**src/rtl/tvs_pkg.sv**
```systemverilog
// ----------------------------------------------------------------------------
// tvs_pkg
// Shared beat types, status codes and register map of the voxel splatter.
// ----------------------------------------------------------------------------
`default_nettype none

package tvs_pkg;

    localparam int unsigned PADDR_W = 4;

    localparam logic [31:0] INV_CELL_RESET = 32'h0001_0000;

    localparam logic KIND_SPLAT = 1'b0;
    localparam logic KIND_READ  = 1'b1;

    typedef enum logic [1:0] {
        ST_SPLAT   = 2'd0,
        ST_OUTSIDE = 2'd1,
        ST_READ    = 2'd2
    } status_t;

    typedef enum logic [1:0] {
        REG_ORIGIN_X = 2'd0,
        REG_ORIGIN_Y = 2'd1,
        REG_ORIGIN_Z = 2'd2,
        REG_INV_CELL = 2'd3
    } reg_idx_t;

    typedef struct packed {
        logic               kind;
        logic signed [31:0] pos_x;
        logic signed [31:0] pos_y;
        logic signed [31:0] pos_z;
        logic        [31:0] density;
        logic        [14:0] voxel_index;
    } in_t;

    typedef struct packed {
        logic [1:0]  status;
        logic [47:0] voxel_value;
    } out_t;

    typedef struct packed {
        logic [31:0] origin_x;
        logic [31:0] origin_y;
        logic [31:0] origin_z;
        logic [31:0] inv_cell_size;
    } cfg_t;

endpackage

`default_nettype wire

```
**src/rtl/tvs_apb_regs.sv**
```systemverilog
// ----------------------------------------------------------------------------
// tvs_apb_regs
// APB register file holding the grid origin and reciprocal cell size.
// ----------------------------------------------------------------------------
`default_nettype none

module tvs_apb_regs (
    input  wire logic                         aclk,
    input  wire logic                         aresetn,
    input  wire logic                         psel,
    input  wire logic                         penable,
    input  wire logic                         pwrite,
    input  wire logic [tvs_pkg::PADDR_W-1:0]  paddr,
    input  wire logic [31:0]                  pwdata,
    output logic      [31:0]                  prdata,
    output logic                              pready,
    output tvs_pkg::cfg_t                     cfg
);

    tvs_pkg::cfg_t    cfg_reg;
    tvs_pkg::reg_idx_t idx;

    assign idx    = tvs_pkg::reg_idx_t'(paddr[3:2]);
    assign pready = 1'b1;
    assign cfg    = cfg_reg;

    always_ff @(posedge aclk) begin
        if (!aresetn) begin
            cfg_reg.origin_x      <= '0;
            cfg_reg.origin_y      <= '0;
            cfg_reg.origin_z      <= '0;
            cfg_reg.inv_cell_size <= tvs_pkg::INV_CELL_RESET;
        end else if (psel && penable && pwrite && pready) begin
            case (idx)
                tvs_pkg::REG_ORIGIN_X: cfg_reg.origin_x      <= pwdata;
                tvs_pkg::REG_ORIGIN_Y: cfg_reg.origin_y      <= pwdata;
                tvs_pkg::REG_ORIGIN_Z: cfg_reg.origin_z      <= pwdata;
                tvs_pkg::REG_INV_CELL: cfg_reg.inv_cell_size <= pwdata;
                default: ;
            endcase
        end
    end

    always_comb begin
        case (idx)
            tvs_pkg::REG_ORIGIN_X: prdata = cfg_reg.origin_x;
            tvs_pkg::REG_ORIGIN_Y: prdata = cfg_reg.origin_y;
            tvs_pkg::REG_ORIGIN_Z: prdata = cfg_reg.origin_z;
            tvs_pkg::REG_INV_CELL: prdata = cfg_reg.inv_cell_size;
            default:               prdata = '0;
        endcase
    end

endmodule

`default_nettype wire

```
**config.mk**
```make
export PLATFORM = sky130hd
export DESIGN_NAME = tvs_apb_regs
export DESIGN_NICKNAME = d
export VERILOG_FILES = /design/src/rtl/tvs_pkg.sv /design/src/rtl/tvs_apb_regs.sv
export SDC_FILE = /design/constraint.sdc
export NUM_CORES = 1
export LEC_CHECK = 0
export ABC_CLOCK_PERIOD_IN_PS = 1500
export BUFFER_PORTS_ARGS = -buffer_cell sky130_fd_sc_hd__buf_2
export CORE_ASPECT_RATIO = 1.75
export CORE_MARGIN = 4
export CORE_UTILIZATION = 40
export CTS_CLUSTER_SIZE = 24
export DETAILED_ROUTE_END_ITERATION = 8
export HOLD_SLACK_MARGIN = 0.03
export PLACE_DENSITY = 0.64
export SLEW_MARGIN = 20
export SYNTH_ARGS = -nofsm -noshare
export SYNTH_HDL_FRONTEND = slang
export SYNTH_SLANG_ARGS = --single-unit
export TNS_END_PERCENT = 5
```
**constraint.sdc**
```tcl
create_clock -name aclk -period 1.5 [get_ports aclk]
set_input_delay 0.3 -clock aclk [delete_from_list [all_inputs] [get_ports aclk]]
set_output_delay 0.3 -clock aclk [all_outputs]
set_load 0.1 [all_outputs]
```
After elaboration in Yosys (flattened, before gate mapping):

Cells that the tools add are included.

* flip-flop bits (word level): 128
* input bits: 41
* output and inout port bits: 161

* reductions and logical operators: 7
* muxes and demuxes: 1
* equal/unequal tests: 3

Operators with widths (number)
* 32-bit one-hot mux with 4 select lines: 1
* 2-bit AND reduction: 4
* 2-bit equality test, second input constant: 2
* 2-bit by 1-bit equality test with 1-bit output, second input constant: 1
* 1-bit logical AND: 2
* 2-bit logical NOT: 1

Depth between registers and ports, before layout:

* depth after elaboration: 3
* depth in mapped cells: 6

Worst setup path after synthesis:

Ideal clock, no wire load.

* path type: register to output
* start point: register cfg_reg (netlist bit cfg[74])
* end point: output prdata[10]
* data arrival time: 1.979 ns
* path buffers: 0
* path slack: -0.779 ns
* cell stages (with the launch flop): 2
* cells stage by stage: dfxtp_1 -> mux4_1

* longest elaborated chain between the ends: 1

RTL lines
* start: declaration: line tvs_apb_regs.sv:20 `tvs_pkg::cfg_t cfg_reg;`
* 32-bit one-hot mux with 4 select lines: line tvs_apb_regs.sv:45 `case (idx)`
* end: declaration: line tvs_apb_regs.sv:15 `output logic [31:0] prdata,`

No other way between the ends.

Worst setup path in the final report:

* start point: register cfg_reg (netlist bit cfg[60])
* end point: output prdata[28]

The elaborated chain is that of the path after synthesis.

==> results.json <==
{
  "dr.pass1.iters": 4,
  "critPathTopFamily": "multiplexers",
  "outcome": "finished, violations left",
  "required_ns": 1.20,
  "powerDensity_nw_per_um2": 1010,
  "dieArea_sq_um": 15900,
  "synth_warnings": 0,
  "cts.sinks": 128,
  "ir_worst_vdd_mv": 0.672,
  "largest_reg_flops": 128,
  "whs_ns": 0.196,
  "placed_cells": 865,
  "antenna_cells": 0,
  "report.final.hold_viol_count": 0,
  "synth.cell_area_sq_um": 5560,
  "initial_core_util": 0.411,
  "seqCellArea_sq_um": 2800,
  "nNetsFinal": 759,
  "port_buffers": 198,
  "fin_crit_sh": 1.16,
  "syn-instance-count": 498,
  "synth_edf_count": 0,
  "cts_tree": "yes",
  "ys_seq_area_frac": 0.461,
  "violations": "negative setup slack",
  "io_pins": 202,
  "drt_wl_total_mm": 15.6,
  "final-setup-viol-count": 32,
  "power_leakage_nw": 3.82,
  "postRouteAntennaNets": 0,
  "drv_slew": 0,
  "async_flop_share": 0,
  "clock_latency_ns": 0.40,
  "dp_hpwl_mm": 11.6,
  "die_w_microns": 97.1,
  "cp.buffers_inverters": 1,
  "hp-class": "input port to flop",
  "skew_ns": 0,
  "fill_cells": 1088,
  "grt_max_degree": 69,
  "critPathLaunchType": "flop",
  "arrival_ns": 1.43,
  "timing.fmax_mhz": 577,
  "finalNonFillerCells": 905,
  "crit_fanout": 3,
  "grt_remaining_overflow": 0,
  "drive_gt1_frac": 0.599,
  "clockRootBuffer": "clkbuf_16",
  "ys_ff_latch": 128,
  "track_usage": 0.195,
  "cp_cell_sequence": "mux4_2, buf_12",
  "avgViaCountPerCell": 4.96,
  "num_vias": 4486,
  "ys_types": 18,
  "endpoint_kind": "primary output",
  "clk_pin_slew_ns": 0.06,
  "rsz0062_at_grt": "yes",
  "maxCapViolCount": 0,
  "area_delta_synth_final_pct": 50.7,
  "cts-htree-levels": 4,
  "crit_path_max_incr_delay_ns": 0.49,
  "cts_buffer_depth": 2,
  "finalSetupTns_ns": -6.85,
  "drc_errors": 0,
  "place_area_sq_um": 7300,
  "ys.flop_type": "dfxtp_1",
  "multi_input_area_sq_um": 2670,
  "grt_first_pass_wirelength_mm": 24.6,
  "routedWlPerCell_microns": 17.2,
  "fin_crit_ns": 1.73,
  "gp_congestion": 0.776,
  "core_sq_um": 13500,
  "stdcell_area_sq_um": 8390,
  "antenna_found_initial": 0,
  "syn-mean-instance-area_sq_um": 11.2,
  "setup_ws_ns": -0.234,
  "finish.utilization": 0.620,
  "die_h_microns": 164,
  "pre_cts_ws_ns": -0.290,
  "rows": 56,
  "synth_fp_nets": 539,
  "grt_pass1_vias": 4823,
  "cts-buffers-inserted": 17,
  "crit_type": "flop to primary output",
  "cp_slowest_cell": "mux4_2",
  "drt_iter0_drc": 118,
  "power_mw": 8.44
}
==> layout make-up <==
class | count | share of cell area
multi-input cells | 328 | 0.319
well taps | 174 | 0.0260
clock buffers | 19 | 0.0540
inverters | 1 | 0.000448
repair buffers | 242 | 0.251
flip-flops and latches | 128 | 0.334
clock inverters | 13 | 0.0154
==> cell usage in the layout (no fill, tap or decap), types with 2 or more instances in the layout <==
cell,Yosys,layout
clkbuf_16,0,17
mux2i_1,127,127
clkinv_4,0,3
dfxtp_2,0,96
dfxtp_4,0,32
clkbuf_8,0,2
buf_2,9,41
clkinvlp_4,0,5
buf_4,8,70
mux4_2,23,32
buf_12,0,25
nand4_1,2,2
buf_6,14,21
nand2_1,159,159
inv_6,0,4
clkbuf_4,0,85
==> timing repair <==
action,CTS,global route
endpoints found under the setup margin,71,119
resized for setup,80,86
buffers inserted,5,3
endpoints found under the hold margin,0,0
hold buffers,0,0
==> logic make-up (layout without fill, tap and decap cells) <==
| group | after synthesis | count (layout) | share of synthesized area |
|---|---|---|---|
| AND/OR/NAND/NOR | 167 | 167 | 0.119 |
| multiplexers | 159 | 159 | 0.364 |
| flip-flops | 128 | 128 | 0.461 |
| buffers and inverters | 42 | 275 | 0.0547 |
| other | 1 | 1 | 0.000674 |
| AO/OA/AOI/OAI | 1 | 1 | 0.000899 |
==> worst register-to-register path, cell delays in order (launching register included) <==
cell and delay [ns]:
dfxtp_2 0.33, buf_4 0.11, nand2_1 0.04, mux2i_1 0.15
==> final timing paths <==
path                            startpoint          to  slack [ns]  cells past startpoint
worst min register to register    cfg[111]    cfg[111]        0.47                      2
worst max-delay path               cfg[60]  prdata[28]       -0.23                      2
worst min-delay path            pwdata[16]     cfg[16]        0.20                      3
worst max register to register     cfg[27]     cfg[27]        0.79                      3
==> power breakdown <==
group / internal, mW / switching [mW] / total, mW / leakage [nW]
Clock: 2.39 / 1.58 / 3.97 / 0.269
Sequential: 3.40 / 0.0364 / 3.44 / 1.11
Combinational: 0.307 / 0.723 / 1.03 / 2.45
==> Yosys cell counts (all sizes together) (2+ instances only) <==
library cell,n,area (sq um)
nand3,2,10.0
clkbuf,10,37.5
dfxtp,128,2560
buf,31,263
nand2,159,597
mux2i,127,1270
mux4,32,754
nand4,2,12.5
==> metal layers <==
metal  up-vias  wire length (microns)  global-route usage
met5         -                      0                   0
met4         0                    291              0.0620
met3        21                    861              0.0608
met2       151                   8480               0.358
met1      2161                   5970               0.212
li1       2153                      -                   -
No activity file was read; power rests on OpenSTA's default activity.
